==> config.mk <==
export PLATFORM = sky130hd
export DESIGN_NAME = mandelbrot_escape_counter
export DESIGN_NICKNAME = d
export VERILOG_FILES = /design/src/hdl/mec_pkg.sv /design/src/hdl/mec_mul.sv /design/src/hdl/mandelbrot_escape_counter.sv
export SDC_FILE = /design/constraint.sdc
export NUM_CORES = 2
export LEC_CHECK = 0
export BUFFER_PORTS_ARGS = -buffer_cell sky130_fd_sc_hd__clkbuf_2
export CORE_MARGIN = 2
export CORE_UTILIZATION = 49
export CTS_CLUSTER_DIAMETER = 120
export DETAILED_ROUTE_END_ITERATION = 12
export GPL_TIMING_DRIVEN = 0
export SKIP_LAST_GASP = 1
export SYNTH_ARGS = -nofsm -noshare
export SYNTH_HDL_FRONTEND = slang
export SYNTH_SLANG_ARGS = --single-unit
export TNS_END_PERCENT = 1
==> constraint.sdc <==
create_clock -name clk -period 11.1 [get_ports clk]
set_input_delay 2.22 -clock clk [delete_from_list [all_inputs] [get_ports clk]]
set_output_delay 2.22 -clock clk [all_outputs]
set_load 0.01 [all_outputs]
==> src/hdl/mec_pkg.sv <==
`timescale 1ns / 1ps
`default_nettype none
// ----------------------------------------------------------------------------
// mec_pkg
// Shared widths and constants for the escape-time counter.
// ----------------------------------------------------------------------------
package mec_pkg;

    localparam int FRAC_BITS  = 28;
    localparam int COORD_W    = 32;
    localparam int PROD_W     = 2 * COORD_W;
    localparam int COUNT_W    = 16;

    localparam logic [COUNT_W-1:0] LIMIT_RESET = COUNT_W'(256);

    // |z|^2 > 4 in a (2*FRAC_BITS)-fraction-bit square; unreachable if 4 does not fit
    localparam int   THRESH_SH = 2 * FRAC_BITS + 2;
    localparam bit   ESC_EN    = (THRESH_SH < PROD_W);
    localparam logic [PROD_W-1:0] ESC_THRESH =
        ESC_EN ? (PROD_W'(1) << (ESC_EN ? THRESH_SH : 0)) : '0;

endpackage : mec_pkg
`default_nettype wire

==> src/hdl/mec_mul.sv <==
`timescale 1ns / 1ps
`default_nettype none
// ----------------------------------------------------------------------------
// mec_mul
// Shared signed 32x32 multiplier with a registered 64-bit product.
// ----------------------------------------------------------------------------
module mec_mul
    import mec_pkg::*;
(
    input  wire logic                      clk,
    input  wire logic signed [COORD_W-1:0] a,
    input  wire logic signed [COORD_W-1:0] b,
    output logic signed [PROD_W-1:0]       p
);

    logic signed [PROD_W-1:0] p_reg;
    logic signed [PROD_W-1:0] p_next;

    // signed operands are sign-extended to the 64-bit product width
    assign p_next = a * b;

    always_ff @(posedge clk)
    begin
        p_reg <= p_next;
    end

    assign p = p_reg;

endmodule : mec_mul
`default_nettype wire

==> src/hdl/mandelbrot_escape_counter.sv <==
`timescale 1ns / 1ps
`default_nettype none
// ----------------------------------------------------------------------------
// mandelbrot_escape_counter
// Escape-time count for one complex point c per transaction.
// ----------------------------------------------------------------------------
// One multiplier serves the whole z*z+c loop: each iteration steps through x*x,
// y*y, x*y, then test and update; a point that stays bounded is tested at most
// iteration_limit times (once when the limit is zero) before its result is valid.
// The input side is not ready while a point iterates. The result sits in an
// output register, so the next point may be accepted while it waits to be
// taken.
module mandelbrot_escape_counter
    import mec_pkg::*;
(
    input  wire logic         clk,
    input  wire logic         rst_n,
    // configuration: iteration_limit
    input  wire logic         cfg_wr_en,
    input  wire logic [15:0]  cfg_wr_data,
    // input stream
    input  wire logic         s_tvalid,
    output logic              s_tready,
    input  wire logic [63:0]  s_tdata,   // [31:0] point_re, [63:32] point_im
    // result stream
    output logic              m_tvalid,
    input  wire logic         m_tready,
    output logic [15:0]       m_tdata,   // [15:0] escape_count
    output logic              m_tuser    // [0] inside_set
);

    typedef enum logic [2:0] {
        S_IDLE,
        S_XX,
        S_YY,
        S_XY,
        S_TEST,
        S_DONE
    } state_t;

    state_t                    state_reg;
    logic [COUNT_W-1:0]        limit_reg;
    logic [COUNT_W-1:0]        iter_reg;
    logic signed [COORD_W-1:0] cre_reg;
    logic signed [COORD_W-1:0] cim_reg;
    logic signed [COORD_W-1:0] x_reg;
    logic signed [COORD_W-1:0] y_reg;
    logic signed [PROD_W-1:0]  xx_reg;
    logic signed [PROD_W-1:0]  sq_reg;
    logic [PROD_W-1:0]         mag_reg;
    logic [COUNT_W-1:0]        res_count_reg;
    logic                      res_inside_reg;
    logic                      m_tvalid_reg;
    logic [COUNT_W-1:0]        m_count_reg;
    logic                      m_inside_reg;

    logic signed [COORD_W-1:0] mul_a;
    logic signed [COORD_W-1:0] mul_b;
    logic signed [PROD_W-1:0]  prod;

    logic signed [PROD_W-1:0]  sq_sh;
    logic signed [PROD_W-1:0]  xy_sh;
    logic signed [COORD_W-1:0] x_next;
    logic signed [COORD_W-1:0] y_next;
    logic                      escaped;
    logic                      out_free;

    // operand selection for the shared multiplier
    always_comb
    begin
        case (state_reg)
            S_XX:
            begin
                mul_a = x_reg;
                mul_b = x_reg;
            end
            S_YY:
            begin
                mul_a = y_reg;
                mul_b = y_reg;
            end
            default:
            begin
                mul_a = x_reg;
                mul_b = y_reg;
            end
        endcase
    end

    mec_mul u_mul (
        .clk (clk),
        .a   (mul_a),
        .b   (mul_b),
        .p   (prod)
    );

    // floor shifts; in S_TEST prod holds x*y
    assign sq_sh   = sq_reg >>> FRAC_BITS;
    assign xy_sh   = prod >>> (FRAC_BITS - 1);
    assign x_next  = sq_sh[COORD_W-1:0] + cre_reg;
    assign y_next  = xy_sh[COORD_W-1:0] + cim_reg;
    assign escaped = ESC_EN && (mag_reg > ESC_THRESH);

    assign out_free = !m_tvalid_reg || m_tready;

    always_ff @(posedge clk or negedge rst_n)
    begin
        if (!rst_n)
        begin
            state_reg    <= S_IDLE;
            limit_reg    <= LIMIT_RESET;
            m_tvalid_reg <= 1'b0;
        end
        else
        begin
            if (cfg_wr_en)
            begin
                limit_reg <= cfg_wr_data;
            end

            // in S_DONE the output register is reloaded instead
            if (m_tvalid_reg && m_tready && state_reg != S_DONE)
            begin
                m_tvalid_reg <= 1'b0;
            end

            case (state_reg)
                S_IDLE:
                begin
                    if (s_tvalid)
                    begin
                        cre_reg   <= s_tdata[31:0];
                        cim_reg   <= s_tdata[63:32];
                        x_reg     <= s_tdata[31:0];
                        y_reg     <= s_tdata[63:32];
                        iter_reg  <= COUNT_W'(1);
                        state_reg <= S_XX;
                    end
                end
                S_XX:
                begin
                    state_reg <= S_YY;
                end
                S_YY:
                begin
                    xx_reg    <= prod;
                    state_reg <= S_XY;
                end
                S_XY:
                begin
                    // prod holds y*y here
                    sq_reg    <= xx_reg - prod;
                    mag_reg   <= PROD_W'(xx_reg) + PROD_W'(prod);
                    state_reg <= S_TEST;
                end
                S_TEST:
                begin
                    if (escaped)
                    begin
                        // a point outside on entry reports zero
                        res_count_reg  <= (iter_reg == COUNT_W'(1)) ? '0 : iter_reg;
                        res_inside_reg <= 1'b0;
                        state_reg      <= S_DONE;
                    end
                    else if (iter_reg >= limit_reg)
                    begin
                        res_count_reg  <= '0;
                        res_inside_reg <= 1'b1;
                        state_reg      <= S_DONE;
                    end
                    else
                    begin
                        x_reg     <= x_next;
                        y_reg     <= y_next;
                        iter_reg  <= iter_reg + COUNT_W'(1);
                        state_reg <= S_XX;
                    end
                end
                S_DONE:
                begin
                    if (out_free)
                    begin
                        m_tvalid_reg <= 1'b1;
                        m_count_reg  <= res_count_reg;
                        m_inside_reg <= res_inside_reg;
                        state_reg    <= S_IDLE;
                    end
                end
                default:
                begin
                    state_reg <= S_IDLE;
                end
            endcase
        end
    end

    assign s_tready = (state_reg == S_IDLE);
    assign m_tvalid = m_tvalid_reg;
    assign m_tdata  = m_count_reg;
    assign m_tuser  = m_inside_reg;

`ifndef SYNTHESIS
    a_busy_after_accept: assert property (@(posedge clk) disable iff (!rst_n)
        s_tvalid && s_tready |=> !s_tready)
        else $error("input accepted while a point is still iterating");

    a_inside_count_zero: assert property (@(posedge clk) disable iff (!rst_n)
        m_tvalid && m_tuser |-> m_tdata == '0)
        else $error("inside result with non-zero count");

    a_count_within_limit: assert property (@(posedge clk) disable iff (!rst_n)
        m_tvalid && !m_tuser |-> m_tdata <= limit_reg)
        else $error("escape count beyond iteration limit");

    a_iter_within_limit: assert property (@(posedge clk) disable iff (!rst_n)
        state_reg == S_XX && iter_reg != COUNT_W'(1) |-> iter_reg <= limit_reg)
        else $error("iteration counter ran past the limit");
`endif

endmodule : mandelbrot_escape_counter
`default_nettype wire

After elaboration in Yosys (flattened, before gate mapping)
Index checks and enable logic that the tools add are counted.

Bits in registers: 450. Bits in latches: 0. Memory bits (writable): 0. Memory bits (read-only): 0. Output and inout port bits: 19. Memories kept: 0.

Add/subtract/negate cells: 5. $mul: 1. Div/mod/pow operators: 0. Order comparisons: 2. Equality and inequality tests: 11. Shift-type cells: 0. Mux-type cells: 26. Bitwise logic cells: 0. Reductions and logical operators: 14.

Operators with widths (count): 32-bit two-way mux (8); 32-bit one-hot mux with 2 select lines (2); 16-bit two-way mux (6); 32-bit adder (2); 64-bit adder (1); 64-bit by 59-bit greater-than comparator with 1-bit output (second input constant) (1); 32-bit by 32-bit multiplier with 64-bit output (1); 60-bit subtractor (1); 16-bit one-hot mux with 2 select lines (1); 3-bit one-hot mux with 6 select lines (1); 16-bit by 1-bit adder with 16-bit output (second input constant) (1); 16-bit by 1-bit equality test with 1-bit output (second input constant) (1); 16-bit >= comparator (1); 3-bit two-way mux (4); 3-bit AND reduction (3); 2-bit inequality test (second input constant) (4); 3-bit by 2-bit equality test with 1-bit output (second input constant) (2); 3-bit equality test (second input constant) (2); 2-bit AND reduction (3); 5-bit AND reduction (1); 1-bit two-way mux (4); 2-bit nonzero test (2); 3-bit by 1-bit equality test with 1-bit output (second input constant) (1); 3-bit logical NOT (1); other kinds (4) (5).

Depth between registers and ports, before layout
Word-level depth: 5. Mapped depth: 33. Depth with buffers taken out: 30.

By module
A second synthesis with hierarchy kept.

Cells, all modules: 6127. Area, all modules: 60239.0 um^2.

Modules (own cells, without submodules): mec_mul (instances 1, cells an instance 3941, area each 37538.5 um^2, seq. area each 1281.2 um^2); mandelbrot_escape_counter (instances 1, cells an instance 2186, area each 22700.5 um^2, seq. area each 10651.5 um^2).

Least setup slack after synthesis
OpenSTA, ideal clock, no wires.

Kind: flip-flop to flip-flop. From: reg state_reg[0]. To: reg u_mul.p_reg[61] (netlist: u_mul.p[61]). Arrival: 9.126 ns. Required time: 10.973 ns. Slack: 1.848 ns. Cell stages (with the launch flop): 33. Clock period less this slack: 9.252 ns. Cell sequence: dfrtp_1 > nor2b_1 > nor2b_1 > clkbuf_1 > clkbuf_1 > mux2_2 > clkbuf_1 > nand2_1 > inv_1 > fa_1 > fa_1 > fa_1 > inv_1 > fa_1 > inv_1 > fa_1 > fa_1 > inv_1 > fa_1 > inv_1 > fa_1 > ha_1 > clkbuf_1 > a21o_1 > a21oi_1 > nor2_1 > o21a_1 > o21a_1 > o21ai_0 > nand2b_1 > a21oi_1 > o21ai_0 > xor2_1.

Longest elaborated chain between the ends: 3.

Ends and longest elaborated chain: start: declaration (line mandelbrot_escape_counter.sv:41) `state_t state_reg;`; start signal: assignment (line mandelbrot_escape_counter.sv:110) `state_reg <= S_IDLE;`; start signal: assignment (line mandelbrot_escape_counter.sv:137) `state_reg <= S_XX;`; start signal: assignment (line mandelbrot_escape_counter.sv:142) `state_reg <= S_YY;`; 3-bit by 2-bit equality test with 1-bit output or 3-bit by 1-bit equality test with 1-bit output (tied branches) (line mandelbrot_escape_counter.sv:71) `case (state_reg)`; 32-bit two-way mux (line mandelbrot_escape_counter.sv:71); 32-bit by 32-bit multiplier with 64-bit output (*) (line mec_mul.sv:20) `assign p_next = a * b;`; named net u_mul.p_next[61] (line mec_mul.sv:17) `logic signed [PROD_W-1:0] p_next;`; end signal: assignment (line mec_mul.sv:24) `p_reg <= p_next;`; end: declaration (line mec_mul.sv:16) `logic signed [PROD_W-1:0] p_reg;`.

The timed path passes the listed nets; every way through them passes the cells marked *. A chain may end at the register's enable or synchronous reset.

Worst setup path in the final report
From: reg state_reg[1]. To: reg u_mul.p_reg[57] (netlist: u_mul.p[57]).

The elaborated chain is that of the path after synthesis.

==> metrics.txt <==
Worst setup SP type register; slew at the pin closest to its max-slew limit 1.116 ns; Clock Sink Count 422; die height 351.1 um; Root Driver clkbuf_16; kind of critical path register to register; total die area 123300 sq um; Hold Startpoint res_count_reg[7]; Post-synth EDFFs 338; layout cell share with drive strength beyond 1 7.236%; CTS max path bufs 3; clock latency on the worst-skew pair 0.56 ns; proportion of synthesized area in mux cells 2.162%; all-layer global routing usage 35.08%; final setup margin -0.1181 ns; clock transition at the registers of the reported paths 0.07 ns; Worst EP arrival 11.61 ns; H-tree depth 2; Routed WL 211200 um; xor-xnor portion of the synthesized cell area 3.175%; NumNets Final 7800; Pre-antenna DRT Iters 6; hold buffer count at cts 0; CTS tree built; RR Endpoint u_mul.p[57]; synthesized cell area 59040 sq um; Syn Area/Cell 9.713 sq um; DRC errors left 0; Die W 351.1 um; Num CTS Buffers 39; synthesized instance count 6078; Pins Over Slew Limit 0; Fin. Hold Viols 0; prevailing post-synth register cell edfxtp_1; PortBufs 103; syn_nets 7634; via/cell ratio 5.706; register area share after synthesis 20.21%; fill cell count 11060; final setup fails 2; post-layout util 53.43%; final period utilization 101.1%; Synth Area in Compound Gates 8.634%; Rel. slew slack 25.59%; Via Count 45020; Routed wire per std cell 26.77 um; HPWL Detailed 178000 um; Synth cell types 83; vias in the first global route 45810; Async SR Flop Fraction 4.739%; DRT iter0 DRCs 4265; skew final 0.01796 ns; Hold Crit Class register to register; first-pass GRT wire length 309500 um; Max FO, Critical Path 10; Crit path required time 11.49 ns; origin of the critical flop-to-flop path state_reg[1]; Fmax 0.08914 GHz; Remaining Overflow, GRT 0; FF+latch count, synth 422; post-layout minimum cycle time 11.22 ns; final antenna-violating net count 0; Initial Util 49.34%; gpl congestion 1.041; r2r setup slk -0.12 ns; FP Rows 127; initial antenna violation count 10; Hold Path Depth 0; R2R depth 27; core area 119700 sq um; RSZ-0062 raised after global routing true; number of max-cap violations 0; Ports 104; post-synthesis adder-cell area fraction 44.97%; largest family of logic cells by synthesized area adder cells; failing checks setup timing; Simple-Gate Fraction of Synth Area 12.34%; critical path capture point type register; Area Overhead vs Synth 8.285%; largest net degree at the start of global routing 53; status complete, but fails checks; Ys Warns 0; Min-Delay Endpoint m_tdata[7]
[layout by cell type, fill, tap and decap left out, types with 27 or more instances in the layout]
cell type	instances
nor2b_1	43
nor3_1	47
nand4_1	27
nand2b_1	48
o21bai_1	49
a21oi_1	225
o21ai_0	169
nor2_1	709
mux2i_2	34
inv_1	1102
clkbuf_1	121
xor2_1	63
edfxtp_1	338
nand2_1	676
clkbuf_16	42
clkbuf_2	170
fa_1	1083
xnor2_1	151
o21a_1	32
mux2_2	58
ha_1	386
a21o_1	76
dfxtp_1	64
nand3_1	50
[timing repair]
| item | in CTS | in global routing |
|---|---|---|
| setup buffers | 0 | 4 |
| gates resized for setup | 128 | 81 |
| endpoints found under the setup margin | 36 | 14 |
[cell families after synthesis]
kind of cell | Yosys count
buffers and inverters | 1333
AOI/OAI and AO/OA | 788
and+or+nand+nor | 1730
adders and majority gates | 1471
xor gates and xnor gates | 214
muxes | 120
DFF | 422
[layer usage]
layer  routed length (um)  vias up  track usage [%]
met3                18270      443            6.679
met4                13490        2            18.20
met1                87270    22990            48.32
met5                    7        -                0
met2                92210     2013            52.92
li1                     -    19570                -
[stage by stage]
stage               std cells  setup WS (ns)  TNS, ns  instance area, sq um  hold WS (ns)
floorplan                6078          1.848        0                 59040        0.4003
global placement         7793         -2.652   -61.12                 61570        0.4050
detailed placement       7822         -2.166   -37.74                 62100        0.4074
CTS                      7888       -0.08806  -0.2988                 63770        0.4232
global route             7886        -0.1187  -0.3315                 63920        0.4314
finish                   7891        -0.1181  -0.1414                 63930        0.4220
[cells in the mapped netlist, types with 44 or more instances]
cell type	count	share of area, %
mux2_2	60	1.1
nor3_1	48	0.41
fa_1	1085	37
o21bai_1	50	0.64
nor2b_1	44	0.47
xor2_1	63	0.93
mux2i_1	60	1.0
nand2b_1	48	0.51
nor2_1	710	4.5
ha_1	386	8.2
a21oi_1	225	1.9
dfxtp_1	64	2.2
o21ai_0	171	1.4
nand3_1	50	0.42
clkbuf_1	207	1.3
a21o_1	76	0.97
edfxtp_1	338	17
xnor2_1	151	2.2
inv_1	1102	7.0
nand2_1	676	4.3
[layout make-up]
class / count / area (sq um) / area share [%]
Multi-Input combinational cell: 4323 / 42560 / 66.58
Sequential cell: 422 / 11930 / 18.67
Inverter: 1105 / 4148 / 6.488
Tap cell: 1612 / 2017 / 3.155
Clock buffer: 48 / 1094 / 1.711
Buffer: 217 / 1001 / 1.566
Timing Repair Buffer: 136 / 965.9 / 1.511
Clock inverter: 23 / 192.7 / 0.3014
Antenna cell: 5 / 12.51 / 0.01957
[worst max-delay path, stage by stage (launching register included)]
cell,delay [ns]
dfrtp_1,0.48
nor3b_4,0.48
clkbuf_2,0.52
mux2i_2,0.61
clkdlybuf4s15_1,0.93
nor2_1,0.18
fa_1,0.50
fa_1,0.47
fa_1,0.54
inv_1,0.05
fa_1,0.47
inv_1,0.05
fa_1,0.47
fa_1,0.59
fa_1,0.47
fa_1,0.58
ha_1,0.33
clkbuf_1,0.34
a21oi_1,0.13
o21ai_0,0.43
o211ai_1,0.26
a211o_1,0.39
a211o_1,0.30
a22oi_1,0.52
a41o_1,0.37
a21oi_1,0.25
nand3_1,0.17
o211ai_1,0.13
[worst max-delay path by stage]
stage	start	slack, ns	cells past startpoint	to
CTS	state_reg[1]	-0.09	26	u_mul.p[62]
global route	state_reg[0]	-0.12	29	u_mul.p[57]
detailed placement	state_reg[1]	-2.17	27	u_mul.p[62]
global placement	state_reg[1]	-2.65	27	u_mul.p[62]
floorplan	state_reg[0]	1.85	32	u_mul.p[61]
finish	state_reg[1]	-0.12	27	u_mul.p[57]
Power is left out: the tool's default activity adds up to more than one toggle a clock period on the data nets, which glitch-free logic cannot reach.
